File: src/sv/fbpa_pkg.sv
// ----------------------------------------------------------------------------
// fbpa_pkg
// Shared types and constants for the fixed block pool allocator: operation
// and status codes, configuration register indexes, the queued command and
// the derived pool configuration.
// ----------------------------------------------------------------------------
package fbpa_pkg;

    localparam int ADDR_W   = 32;
    localparam int SIZE_W   = 21;
    localparam int COUNT_W  = 11;
    localparam int INDEX_W  = 10;
    localparam int CFG_IDX_W = 2;
    localparam int CFG_DATA_W = 32;

    localparam logic [CFG_IDX_W-1:0] CFG_BASE_ADDRESS  = 2'd0;
    localparam logic [CFG_IDX_W-1:0] CFG_BLOCK_SIZE    = 2'd1;
    localparam logic [CFG_IDX_W-1:0] CFG_BLOCKS_IN_USE = 2'd2;

    localparam logic [SIZE_W-1:0]  BLOCK_SIZE_RESET    = 21'd64;
    localparam logic [COUNT_W-1:0] BLOCKS_IN_USE_RESET = 11'd1024;

    typedef enum logic [1:0] {
        OP_ALLOC    = 2'd0,
        OP_FREE     = 2'd1,
        OP_INDEX_OF = 2'd2,
        OP_ADDR_OF  = 2'd3
    } op_t;

    typedef enum logic [2:0] {
        ST_OK        = 3'd0,
        ST_FULL      = 3'd1,
        ST_EMPTY     = 3'd2,
        ST_OUTSIDE   = 3'd3,
        ST_BAD_INDEX = 3'd4
    } status_t;

    typedef enum logic [2:0] {
        BK_INIT,
        BK_IDLE,
        BK_READ,
        BK_MUL,
        BK_ADD,
        BK_DIV,
        BK_RESULT
    } bk_state_t;

    typedef struct packed {
        op_t                kind;
        logic [ADDR_W-1:0]  address;
        logic [ADDR_W-1:0]  offset;
        logic [INDEX_W-1:0] index;
        logic               below_base;
        logic               index_bad;
    } cmd_t;

    typedef struct packed {
        logic [ADDR_W-1:0] base;
        logic [SIZE_W-1:0] eff_size;
        logic [ADDR_W-1:0] limit;
    } pool_cfg_t;

endpackage

File: src/sv/fbpa_queue.sv
// ----------------------------------------------------------------------------
// fbpa_queue
// Two-entry command queue between the front and back parts.
// ----------------------------------------------------------------------------
module fbpa_queue (
    input  logic           aclk,
    input  logic           aresetn,
    input  logic           wr_valid,
    output logic           wr_ready,
    input  fbpa_pkg::cmd_t wr_data,
    output logic           rd_valid,
    input  logic           rd_ready,
    output fbpa_pkg::cmd_t rd_data
);

    fbpa_pkg::cmd_t slot_reg [2];
    logic           wr_ptr_reg, wr_ptr_next;
    logic           rd_ptr_reg, rd_ptr_next;
    logic [1:0]     fill_reg, fill_next;
    logic           push, pop;

    assign wr_ready = fill_reg != 2'd2;
    assign rd_valid = fill_reg != 2'd0;
    assign rd_data  = slot_reg[rd_ptr_reg];
    assign push     = wr_valid & wr_ready;
    assign pop      = rd_valid & rd_ready;

    always_comb begin
        wr_ptr_next = push ? ~wr_ptr_reg : wr_ptr_reg;
        rd_ptr_next = pop ? ~rd_ptr_reg : rd_ptr_reg;
        fill_next   = fill_reg;
        if (push && !pop) begin
            fill_next = fill_reg + 2'd1;
        end else if (pop && !push) begin
            fill_next = fill_reg - 2'd1;
        end
    end

    always_ff @(posedge aclk) begin
        if (!aresetn) begin
            wr_ptr_reg <= 1'b0;
            rd_ptr_reg <= 1'b0;
            fill_reg   <= 2'd0;
        end else begin
            wr_ptr_reg <= wr_ptr_next;
            rd_ptr_reg <= rd_ptr_next;
            fill_reg   <= fill_next;
        end
    end

    always_ff @(posedge aclk) begin
        if (push) begin
            slot_reg[wr_ptr_reg] <= wr_data;
        end
    end

endmodule

File: config.mk
export PLATFORM = sky130hd
export DESIGN_NAME = fbpa_queue
export DESIGN_NICKNAME = d
export VERILOG_FILES = /design/src/sv/fbpa_pkg.sv /design/src/sv/fbpa_queue.sv
export SDC_FILE = /design/constraint.sdc
export NUM_CORES = 1
export LEC_CHECK = 0
export ABC_CLOCK_PERIOD_IN_PS = 4260
export BUFFER_PORTS_ARGS = -buffer_cell sky130_fd_sc_hd__buf_2
export CAP_MARGIN = 20
export CORE_ASPECT_RATIO = 1.25
export CORE_UTILIZATION = 25
export CTS_BUF_LIST = sky130_fd_sc_hd__clkbuf_4 sky130_fd_sc_hd__clkbuf_8
export DETAILED_ROUTE_END_ITERATION = 16
export GPL_TIMING_DRIVEN = 0
export HOLD_SLACK_MARGIN = 0.1
export MAX_ROUTING_LAYER = met4
export SETUP_SLACK_MARGIN = 0.1
export SYNTH_ARGS = -nofsm -noshare
export SYNTH_HDL_FRONTEND = slang
export SYNTH_SLANG_ARGS = --single-unit
File: constraint.sdc
create_clock -name aclk -period 4.26 [get_ports aclk]
set_input_delay 0.852 -clock aclk [delete_from_list [all_inputs] [get_ports aclk]]
set_output_delay 0.852 -clock aclk [all_outputs]
set_load 0.05 [all_outputs]
# Word-level counts from Yosys, hierarchy flattened

Memory sizes are Yosys's and may differ from the RTL's. A register that Yosys moved wholly into a read port is not among the register bits.
Index checks and enable logic that the tools add are counted.

$add $sub $neg: 2
Eq/ne operators: 1
Multiplexer cells: 6
Bitwise gates (word level): 4
Reduce and logical (&&, ||, !) cells: 6

Operators by type and width:

| cell                                                                | count |
|---|---|
| 1-bit 2-to-1 mux                                                    | 4 |
| 2-bit 2-to-1 mux                                                    | 2 |
| 2-bit nonzero test                                                  | 2 |
| 2-bit by 1-bit adder with 2-bit output (second input constant)      | 1 |
| 1-bit AND                                                           | 2 |
| 1-bit logical AND                                                   | 2 |
| 1-bit zero test                                                     | 2 |
| 2-bit != test (second input constant)                               | 1 |
| 1-bit NOT                                                           | 2 |
| 2-bit by 1-bit subtractor with 2-bit output (second input constant) | 1 |

Register bits: 4
Memory bits (writable): 156
Input port bits: 82
Output and inout port bits: 80
Logic and storage cells: 23
Memories: 1

Memories:

| name     | depth | bits a word | rd ports | clocked after memory_dff | wr ports | line             | source |
|---|---|---|---|---|---|---|---|
| slot_reg | 2     | 78          | 1        | 1                        | 1        | fbpa_queue.sv:16 | `fbpa_pkg::cmd_t slot_reg [2];` |

# Logic depth before layout (Yosys ltp)

Gate-level depths: netlist (run 1).

Depth after elaboration: 6
Depth in mapped cells: 6

# Worst setup path after synthesis (run 1)

No wires, ideal clock.

Kind: in2reg
Start: input wr_valid
End: memory slot_reg[1][0] (netlist name), enable pin
Arrival: 2,722 ps
Path slack: 1,093 ps
Stages on the path: 1
Path buffers: 0
Cells stage by stage: and3_1

Cells in the longest elaborated chain, start to end: 3

Ends and longest elaborated chain:

| what                                   | line             | source |
|---|---|---|
| from (decl)                            | fbpa_queue.sv:8  | `input logic wr_valid,` |
| 1-bit AND                              | fbpa_queue.sv:25 | `assign push = wr_valid & wr_ready;` |
| 1-bit 2-to-1 mux                       | fbpa_queue.sv:52 | `if (push) begin` |
| 1-bit 2-to-1 mux (implied by the code) | fbpa_queue.sv:53 | `slot_reg[wr_ptr_reg] <= wr_data;` |
| to (decl)                              | fbpa_queue.sv:16 |  |

Every way passes these cells.

==> results.sh, run 1 <==
export IMPL_synthMuxAreaShare_pct=16.0
export IMPL_synth_compound_area_share_pct=0.589
export IMPL_floorplan_initialDensity_pct=25.7
export IMPL_maxSlewViolCount=0
export IMPL_cellLeakagePower_nw=2.84
export IMPL_layout_commonest_cell="buf_2"
export IMPL_grt_setup_unrepaired="false"
export IMPL_synthesis_area_per_instance_um2=22.3
export IMPL_n_antenna_cell=0
export IMPL_worst_pin_slew_ns=0.545
export IMPL_cts_hold_buffers_added=0
export IMPL_dpl_worst_slack_ns=2.00
export IMPL_io_pins=162
export IMPL_yosysWarnings=0
export IMPL_numClockSinks=161
export IMPL_core_area_um2=23200
export IMPL_dominant_combinational_cell_family_by_area_after_synthesis="multiplexers"
export IMPL_grt_pass1_wl_um=17700
export IMPL_power_switching_mw=1.88
export IMPL_vias=3052
export IMPL_syn_instance_count=267
export IMPL_postRouteAntennaNets=0
export IMPL_fp_dieArea_um2=24400
export IMPL_antenna_found_initial=0
export IMPL_worst_path_cell_with_the_longest_stage_delay="dfxtp_1"
export IMPL_synth_largest_type_area_fraction_pct=78.7
export IMPL_die_w_um=140
export IMPL_mostFrequentLayoutCells="166 x buf_2, 156 x edfxtp_1, 58 x mux2_2, 20 x mux2_4, 17 x clkbuf_8"
export IMPL_post_synth_main_area_contributors="edfxtp_1 79%, mux2_2 11%, mux2_4 5.0%"
export IMPL_largest_reg_flops=156
export IMPL_global_route_overflow_total=0
export IMPL_worst_ep_required_time_ns=3.41
export IMPL_critPathArrivalTime_ns=1.81
export IMPL_stdcell_area_um2=7620
export IMPL_power_frac_seq_pct=39.1
export IMPL_placement_io_buffers=161
export IMPL_grt_pass1_vias=3442
export IMPL_cellInternalPower_mw=3.31
export IMPL_ctsRootBufferMaster="clkbuf_8"
export IMPL_cp_peak_stage_delay_ns=0.33
export IMPL_worstSetupEndpoint="rd_data[63]"
export IMPL_finalHoldViolCount=0
export IMPL_detail_route_drc_violations=0
export IMPL_start_kind="flip-flop"
export IMPL_final_fill_count=2246
export IMPL_tritoncts="done"
export IMPL_p_per_area_nw_per_um2=681
export IMPL_worst_path_max_fanout=10
export IMPL_synth_adder_area_share_pct=0.210
export IMPL_cpMostUsedCell="buf_6"
export IMPL_power_frac_clock_pct=24.9
export IMPL_library_cell_with_the_largest_summed_area_after_synthesis="edfxtp_1"
export IMPL_clk_transition_reported_paths_ns=0.08
export IMPL_synth_simple_gate_area_share_pct=1.09
export IMPL_detail_route_vias_per_cell=4.09
export IMPL_synthToLayoutAreaGrowth_pct=28.0
export IMPL_timing_max_cap_violations=0
export IMPL_switching_share_pct=36.2
export IMPL_die_height_um=174
export IMPL_cts_htree_levels=4
export IMPL_post_cts_setup_buffer_count=0
export IMPL_seq_area_frac_synth_pct=80.4
export IMPL_timing_final_crit_share_pct=62.5
export IMPL_setup_viol=0
export IMPL_vdd_ir_drop_worst_mv=0.446
export IMPL_maximum_clock_rate_mhz=376
export IMPL_synth_xor_area_share_pct=0.442
export IMPL_wl_per_cell_um=15.5
export IMPL_dr_first_iter_drc_count=118
export IMPL_synth_distinct_cells=21
export IMPL_cts_buffer_depth=2
export IMPL_fin_ws_ns=1.60
export IMPL_drive_gt1_share_pct=61.7
export IMPL_path_cells="buf_6 -> buf_6 -> buf_6 -> mux2_4 -> buf_2"
export IMPL_flip_flop_and_latch_count_after_synthesis=161
export IMPL_final_skew_ns=0.0144
export IMPL_run_status="finished, final reports clean"
export IMPL_grt_max_degree=44
export IMPL_place_detailed_hpwl_um=7860
export IMPL_post_dp_cell_area_um2=7160
export IMPL_worstSetupPathType="reg -> out"
export IMPL_worstSetupEndpointType="output port"
export IMPL_finalCoreUtilization_pct=32.9
export IMPL_regToRegEndpoint="slot_reg[0][75]"
export IMPL_hp_class="reg -> reg"
export IMPL_post_route_min_period_ns=2.66
export IMPL_grt_use_total_pct=10.2
export IMPL_fp_row_count=62
export IMPL_numCtsBuffers=17
export IMPL_cts_repair_resize_count=0
export IMPL_gp_routability_congestion=0.627
export IMPL_worst_skew_pair_late_latency_ns=0.44
export IMPL_reg2reg_slack_ns=2.41
export IMPL_rr_startpoint="fill_reg[0]"
export IMPL_synthesis_area_um2=5950
export IMPL_routed_wirelength_um=11500
export IMPL_syn_num_nets=350
export IMPL_number_of_detailed_route_iterations_in_the_first_pass=4
export IMPL_max_slew_margin_pct=63.7
export IMPL_num_nets_final=532
export IMPL_setup_tns_final_ns=0
export IMPL_p_comb_share_pct=36.0
export IMPL_r2r_cells=4
## power by group through the flow
stage / Clock (mW) / Sequential, mW / Combinational [mW]
3_3_place_gp: 0 / 2.08 / 1.85
4_1_cts: 1.35 / 2.03 / 1.91
2_1_floorplan: 0 / 2.06 / 1.48
5_1_grt: 1.40 / 2.05 / 1.96
6_report: 1.29 / 2.03 / 1.87
3_5_place_dp: 0 / 2.07 / 1.90
## how the worst min path moves through the flow
stage	from	end	depth (start not counted)
floorplan	fill_reg[1]	fill_reg[1]	2
global placement	fill_reg[1]	fill_reg[1]	2
detailed placement	fill_reg[1]	fill_reg[1]	2
CTS	wr_data[19]	slot_reg[1][19]	1
global route	wr_data[43]	slot_reg[1][43]	1
finish	fill_reg[1]	fill_reg[1]	2
## worst max-delay path, delay by kind of cell (launching register included)
kind	cells	cell delay, ns
buf+inv	4	0.70
flops	1	0.33
mux	1	0.32
## through the flow
step,power (mW),std cells,hold slack [ns]
finish,5.19,747,0.566
floorplan,3.54,267,0.512
CTS,5.29,747,0.535
global route,5.41,747,0.538
detailed placement,3.97,718,0.563
global placement,3.93,716,0.524
## layout make-up
| cell class | instances | area, um2 | area share, % |
|---|---|---|---|
| sequential | 161 | 4780 | 62.8 |
| multi-input combinational | 96 | 1100 | 14.4 |
| timing repair buffer | 163 | 846 | 11.1 |
| tap | 288 | 360 | 4.73 |
| clock buffer | 22 | 272 | 3.56 |
| clock inverter | 7 | 184 | 2.41 |
| buffer | 9 | 70.1 | 0.920 |
| inverter | 1 | 6.26 | 0.0821 |
## kinds of logic after synthesis
group	after synthesis
buffers and inverters	10
AND/OR/NAND/NOR	9
multiplexers	78
adder cells (fa/ha/maj)	1
AO/OA/AOI/OAI	5
XOR/XNOR	3
flip-flops	161
## Yosys cell counts (all sizes together)
cell / instances
a21bo: 1
a21boi: 2
and2: 4
and3: 1
buf: 9
dfxtp: 5
edfxtp: 156
ha: 1
inv: 1
mux2: 78
nand2b: 1
nand3b: 1
o21ai: 2
or2: 1
or3: 1
xnor2: 2
xor2: 1
## per-layer routing
layer	vias to the layer above	GRT usage [%]	wire [um]
met5	-	-	0
met4	0	5.22	267
met3	19	3.22	549
met2	98	18.1	6360
met1	1524	9.83	4370
li1	1411	-	-
No activity file was read; power rests on OpenSTA's default activity.
==> run 2: changes to the inputs <==
--- a/config.mk
+++ b/config.mk
@@ -5,7 +5,8 @@
 export SDC_FILE = /design/constraint.sdc
 export NUM_CORES = 1
 export LEC_CHECK = 0
-export ABC_CLOCK_PERIOD_IN_PS = 4260
+export ABC_AREA = 1
+export ABC_CLOCK_PERIOD_IN_PS = 2500
 export BUFFER_PORTS_ARGS = -buffer_cell sky130_fd_sc_hd__buf_2
 export CAP_MARGIN = 20
 export CORE_ASPECT_RATIO = 1.25
==> constraint.sdc (replaced) <==
create_clock -name aclk -period 2.5 [get_ports aclk]
set_input_delay 0.5 -clock aclk [delete_from_list [all_inputs] [get_ports aclk]]
set_output_delay 0.5 -clock aclk [all_outputs]
set_load 0.05 [all_outputs]
==> run 2 against run 1 <==
Net effect: non-clock buffer count up 2; largest cell class unchanged; synthesized cell count rose by 4.9%; largest power group unchanged; total power increased by 62%; sequential power rose by 72%; worst hold slack lost 0.32 ns; cell count increased by 2.7%; final area is essentially flat; sequential share of layout area fell by 0.062 points.
==> results.sh, run 2 <==
export IMPL_finalCoreUtilization_pct=32.9
export IMPL_dpl_worst_slack_ns=0.330
export IMPL_cts_hold_buffers_added=0
export IMPL_run_status="finished, final reports clean"
export IMPL_tritoncts="done"
export IMPL_detail_route_vias_per_cell=4.14
export IMPL_setup_viol=0
export IMPL_synth_largest_type_area_fraction_pct=78.8
export IMPL_layoutNonFillerInstCount=767
export IMPL_postRouteAntennaNets=0
export IMPL_synth_async_reset_ratio_pct=0
export IMPL_gp_routability_congestion=0.715
export IMPL_timing_final_crit_share_pct=91.0
export IMPL_worstSetupEndpointType="output port"
export IMPL_numCtsBuffers=17
export IMPL_cts_buffer_depth=2
export IMPL_global_route_overflow_total=0
export IMPL_routed_wirelength_um=11700
export IMPL_layout_commonest_cell="buf_2"
export IMPL_fin_ws_ns=0.226
export IMPL_worstSetupPathType="reg -> out"
export IMPL_max_slew_margin_pct=40.7
export IMPL_power_frac_clock_pct=22.8
export IMPL_num_nets_final=547
export IMPL_mostFrequentLayoutCells="165 x buf_2, 156 x edfxtp_1, 58 x mux2_2, 20 x mux2_4, 17 x clkbuf_8"
export IMPL_library_cell_with_the_largest_summed_area_after_synthesis="edfxtp_1"
export IMPL_dr_first_iter_drc_count=119
export IMPL_drive_gt1_share_pct=60.0
export IMPL_wl_per_cell_um=15.3
export IMPL_die_w_um=140
export IMPL_critPathArrivalTime_ns=1.77
export IMPL_grt_pass1_wl_um=18000
export IMPL_grt_max_degree=31
export IMPL_post_route_min_period_ns=2.27
export IMPL_io_pins=162
export IMPL_cellInternalPower_mw=5.18
export IMPL_largest_reg_flops=156
export IMPL_synth_enable_flop_cells=156
export IMPL_flip_flop_and_latch_count_after_synthesis=161
export IMPL_yosysWarnings=0
export IMPL_numClockSinks=161
export IMPL_number_of_detailed_route_iterations_in_the_first_pass=4
export IMPL_synth_ff_type="edfxtp_1"
export IMPL_worst_skew_pair_late_latency_ns=0.43
export IMPL_synth_distinct_cells=15
export IMPL_vdd_ir_drop_worst_mv=0.485
export IMPL_synthToLayoutAreaGrowth_pct=28.2
export IMPL_hp_class="in -> reg"
export IMPL_numPlacedInstances=733
export IMPL_die_height_um=174
export IMPL_start_kind="flip-flop"
export IMPL_maxSlewViolCount=0
export IMPL_p_per_area_nw_per_um2=1100
export IMPL_worst_path_max_fanout=10
export IMPL_fp_row_count=62
export IMPL_place_detailed_hpwl_um=8180
export IMPL_syn_instance_count=280
export IMPL_cts_htree_levels=4
export IMPL_syn_num_nets=363
export IMPL_cellLeakagePower_nw=2.86
export IMPL_clk_transition_reported_paths_ns=0.09
export IMPL_p_comb_share_pct=35.5
export IMPL_seq_area_frac_synth_pct=80.4
export IMPL_grt_setup_unrepaired="true"
export IMPL_synthesis_area_um2=5950
export IMPL_timing_max_cap_violations=0
export IMPL_synthesis_area_per_instance_um2=21.2
export IMPL_ctsRootBufferMaster="clkbuf_8"
export IMPL_grt_pass1_vias=3563
export IMPL_finalHoldViolCount=0
export IMPL_fp_dieArea_um2=24400
export IMPL_detail_route_drc_violations=0
export IMPL_grt_use_total_pct=10.2
export IMPL_vias=3174
export IMPL_placement_io_buffers=161
export IMPL_power_frac_seq_pct=41.7
export IMPL_worst_ep_required_time_ns=2.00
export IMPL_worst_pin_slew_ns=0.888
export IMPL_maximum_clock_rate_mhz=440
export IMPL_antenna_found_initial=2
export IMPL_ys_top_cells_by_count="156 x edfxtp_1, 58 x mux2_2, 20 x mux2_4"
export IMPL_final_skew_ns=0.00864
export IMPL_power_switching_mw=3.20
export IMPL_switching_share_pct=38.2
export IMPL_post_synth_main_area_contributors="edfxtp_1 79%, mux2_2 11%, mux2_4 5.0%"
export IMPL_floorplan_initialDensity_pct=25.6
export IMPL_yosysMostFrequentCell="edfxtp_1"
export IMPL_core_area_um2=23200
-- run 2: cell count changes after synthesis, sizes merged, moves of 2 or more --
cell / delta
and2: -4
nand2: +9
xnor2: -2
inv: +7
a21boi: -2
nor2: +8
-- run 2: path summary, 6_finish.rpt --
check,start,endpoint,slack (ns),cells after the start
max,flip-flop,rd_data[50],0.23,5
min reg2reg,rd_ptr_reg,flip-flop,0.52,2
max reg2reg,fill_reg[0],slot_reg[0][59],0.37,5
min,wr_data[25],slot_reg[1][25],0.25,1
-- run 2: layout make-up --
class	instances	area, um2
timing repair buffer	165	888
antenna	2	5.00
clock inverter	14	154
clock buffer	18	241
tap	288	360
multi-input combinational	102	1090
sequential	161	4780
inverter	8	30.0
buffer	9	77.6
fill	2244	15600
-- run 2: power groups by stage --
stage	Sequential, mW	Clock [mW]	Combinational, mW
6_report	3.50	1.91	2.98
5_1_grt	3.53	2.10	3.13
2_1_floorplan	3.54	0	2.31
3_5_place_dp	3.56	0	3.01
4_1_cts	3.50	2.00	3.01
3_3_place_gp	3.56	0	2.91
-- run 2: worst max-delay path: stages, from the launching register on --
cell,delay (ns)
dfxtp_1,0.33
buf_6,0.13
buf_6,0.17
buf_8,0.18
mux2_4,0.31
buf_2,0.21
-- run 2: cell families after synthesis --
logic type	Yosys count	synth area share [%]
multiplexers	78	16.0
flip-flops	161	80.4
adder cells (fa/ha/maj)	1	0.210
AND/OR/NAND/NOR	19	1.26
AO/OA/AOI/OAI	4	0.379
buffers and inverters	17	1.68
-- run 2: what timing repair did --
item,4_1_cts,5_1_grt
setup buffers,0,0
resized for setup,0,3
setup endpoints to repair,0,21
-- run 2: through the flow --
step | power, mW | hold WS [ns] | setup TNS (ns) | cell area (um2)
after global routing | 8.77 | 0.204 | 0 | 7630
after detailed placement | 6.57 | 0.483 | 0 | 7220
after global placement | 6.47 | 0.480 | -81.29 | 7140
final | 8.39 | 0.246 | 0 | 7630
after floorplan | 5.85 | 0.467 | 0 | 5970
after CTS | 8.51 | 0.200 | 0 | 7610
-- run 2: routing by layer --
layer,global-route usage (%),share of wire [%]
met1,10.4,41
met2,17.7,53
met3,3.00,4.7
met4,4.81,1.8
met5,-,0
==> run 3: changes to the inputs <==
--- a/config.mk
+++ b/config.mk
@@ -9,6 +9,8 @@
 export ABC_CLOCK_PERIOD_IN_PS = 2500
 export BUFFER_PORTS_ARGS = -buffer_cell sky130_fd_sc_hd__buf_2
 export CAP_MARGIN = 20
+export CELL_PAD_IN_SITES_DETAIL_PLACEMENT = 1
+export CELL_PAD_IN_SITES_GLOBAL_PLACEMENT = 2
 export CORE_ASPECT_RATIO = 1.25
 export CORE_UTILIZATION = 25
 export CTS_BUF_LIST = sky130_fd_sc_hd__clkbuf_4 sky130_fd_sc_hd__clkbuf_8
@@ -16,6 +18,7 @@
 export GPL_TIMING_DRIVEN = 0
 export HOLD_SLACK_MARGIN = 0.1
 export MAX_ROUTING_LAYER = met4
+export PLACE_DENSITY_LB_ADDON = 0.1
 export SETUP_SLACK_MARGIN = 0.1
 export SYNTH_ARGS = -nofsm -noshare
 export SYNTH_HDL_FRONTEND = slang
==> run 3 against run 2 <==
Net effect: sequential share of layout area grew 0.44 points; total power decreased by 1.6%; register-to-register slack better by 0.10 ns.
==> results.sh, run 3 (same netlist as run 2, synthesis figures left out) <==
export IMPL_run_status="finished, final reports clean"
export IMPL_detail_route_drc_violations=0
export IMPL_largest_reg_flops=156
export IMPL_routed_wirelength_um=12400
export IMPL_fp_row_count=62
export IMPL_drive_gt1_share_pct=59.9
export IMPL_power_switching_mw=3.19
export IMPL_worstSetupPathType="reg -> out"
export IMPL_worst_pin_slew_ns=0.880
export IMPL_place_detailed_hpwl_um=8310
export IMPL_cp_peak_stage_delay_ns=0.33
export IMPL_worst_skew_pair_late_latency_ns=0.44
export IMPL_grt_use_total_pct=10.9
export IMPL_p_per_area_nw_per_um2=1090
export IMPL_setup_tns_final_ns=0
export IMPL_timing_final_crit_share_pct=91.1
export IMPL_finalCoreUtilization_pct=32.7
export IMPL_dpl_worst_slack_ns=0.374
export IMPL_grt_pass1_vias=3556
export IMPL_grt_max_degree=29
export IMPL_worst_path_max_fanout=10
export IMPL_placement_io_buffers=161
export IMPL_synthToLayoutAreaGrowth_pct=27.3
export IMPL_core_area_um2=23200
export IMPL_power_frac_seq_pct=42.3
export IMPL_wl_per_cell_um=16.2
export IMPL_final_fill_count=2408
export IMPL_post_route_min_period_ns=2.28
export IMPL_maxSlewViolCount=0
export IMPL_finalHoldViolCount=0
export IMPL_numCtsBuffers=17
export IMPL_clk_transition_reported_paths_ns=0.10
export IMPL_die_height_um=174
export IMPL_cts_hold_buffers_added=0
export IMPL_grt_pass1_wl_um=19100
export IMPL_worst_path_cell_with_the_longest_stage_delay="dfxtp_1"
export IMPL_detail_route_vias_per_cell=4.06
export IMPL_hold_start="wr_data[13]"
export IMPL_io_pins=162
export IMPL_gp_routability_congestion=0.662
export IMPL_antenna_found_initial=0
export IMPL_n_antenna_cell=0
export IMPL_cellLeakagePower_nw=2.83
export IMPL_num_nets_final=547
export IMPL_worstSetupEndpointType="output port"
export IMPL_global_route_overflow_total=0
export IMPL_switching_share_pct=38.7
export IMPL_fin_ws_ns=0.223
export IMPL_final_skew_ns=0.0147
export IMPL_rr_startpoint="fill_reg[0]"
export IMPL_critical_path_top_delay_family="buffers and inverters"
export IMPL_numClockSinks=161
export IMPL_die_w_um=140
export IMPL_layout_commonest_cell="buf_2"
export IMPL_worst_ep_required_time_ns=2.00
export IMPL_mostFrequentLayoutCells="166 x buf_2, 156 x edfxtp_1, 58 x mux2_2, 20 x mux2_4, 17 x clkbuf_8"
export IMPL_start_kind="flip-flop"
export IMPL_cts_htree_levels=4
export IMPL_power_frac_clock_pct=21.6
export IMPL_vdd_ir_drop_worst_mv=0.397
export IMPL_grt_setup_unrepaired="true"
export IMPL_post_dp_cell_area_um2=7220
export IMPL_maximum_clock_rate_mhz=439
export IMPL_critical_path_buffers_and_inverters=4
export IMPL_stdcell_area_um2=7570
export IMPL_hp_class="in -> reg"
export IMPL_vias=3092
export IMPL_post_cts_setup_buffer_count=0
export IMPL_p_comb_share_pct=36.1
export IMPL_dr_first_iter_drc_count=73
export IMPL_critPathArrivalTime_ns=1.78
export IMPL_floorplan_initialDensity_pct=25.6
export IMPL_fp_dieArea_um2=24400
export IMPL_tritoncts="done"
export IMPL_postRouteAntennaNets=0
export IMPL_timing_max_cap_violations=0
export IMPL_ctsRootBufferMaster="clkbuf_8"
export IMPL_cellInternalPower_mw=5.06
export IMPL_cpMostUsedCell="buf_6"
export IMPL_cts_buffer_depth=2
export IMPL_number_of_detailed_route_iterations_in_the_first_pass=4
export IMPL_path_cells="buf_6 -> buf_6 -> buf_8 -> mux2_4 -> buf_2"
export IMPL_cts_repair_resize_count=0
export IMPL_setup_viol=0
export IMPL_fin_worst_hold_slack_ns=0.241
export IMPL_max_slew_margin_pct=41.2
## run 3: final timing paths
check,end,slack [ns],cells past startpoint
worst max-delay path,rd_data[60],0.22,5
worst min-delay path,slot_reg[1][13],0.24,1
worst max register to register,slot_reg[0][74],0.47,5
worst min register to register,flip-flop,0.52,2
## run 3: stage by stage
stage | cells | total power, mW
CTS | 762 | 8.43
finish | 762 | 8.25
detailed placement | 733 | 6.60
global route | 762 | 8.66
floorplan | 280 | 5.85
global placement | 729 | 6.53
## run 3: area by class of cell
class                   instances  area (um2)  area share (%)
well taps                     288         360            4.76
multi-input cells             102        1090            14.3
clock buffers                  18         241            3.19
plain buffers                   9        77.6            1.02
repair buffers                165         886            11.7
inverters                       8        30.0           0.396
clock inverters                11         109            1.44
flip-flops and latches        161        4780            63.2
## run 3: power groups by stage
stage	clock, mW	sequential [mW]	combinational [mW]
after floorplan	0	3.54	2.31
after global placement	0	3.57	2.96
after detailed placement	0	3.56	3.04
after CTS	1.89	3.50	3.04
after global routing	1.97	3.53	3.16
final	1.78	3.49	2.98
## run 3: layer usage
metal / global-route usage (%) / wire, um / vias up
li1: - / - / 1449
met1: 12.2 / 5270 / 1533
met2: 18.1 / 6320 / 101
met3: 3.31 / 606 / 9
met4: 3.98 / 153 / 0
met5: - / 0 / -
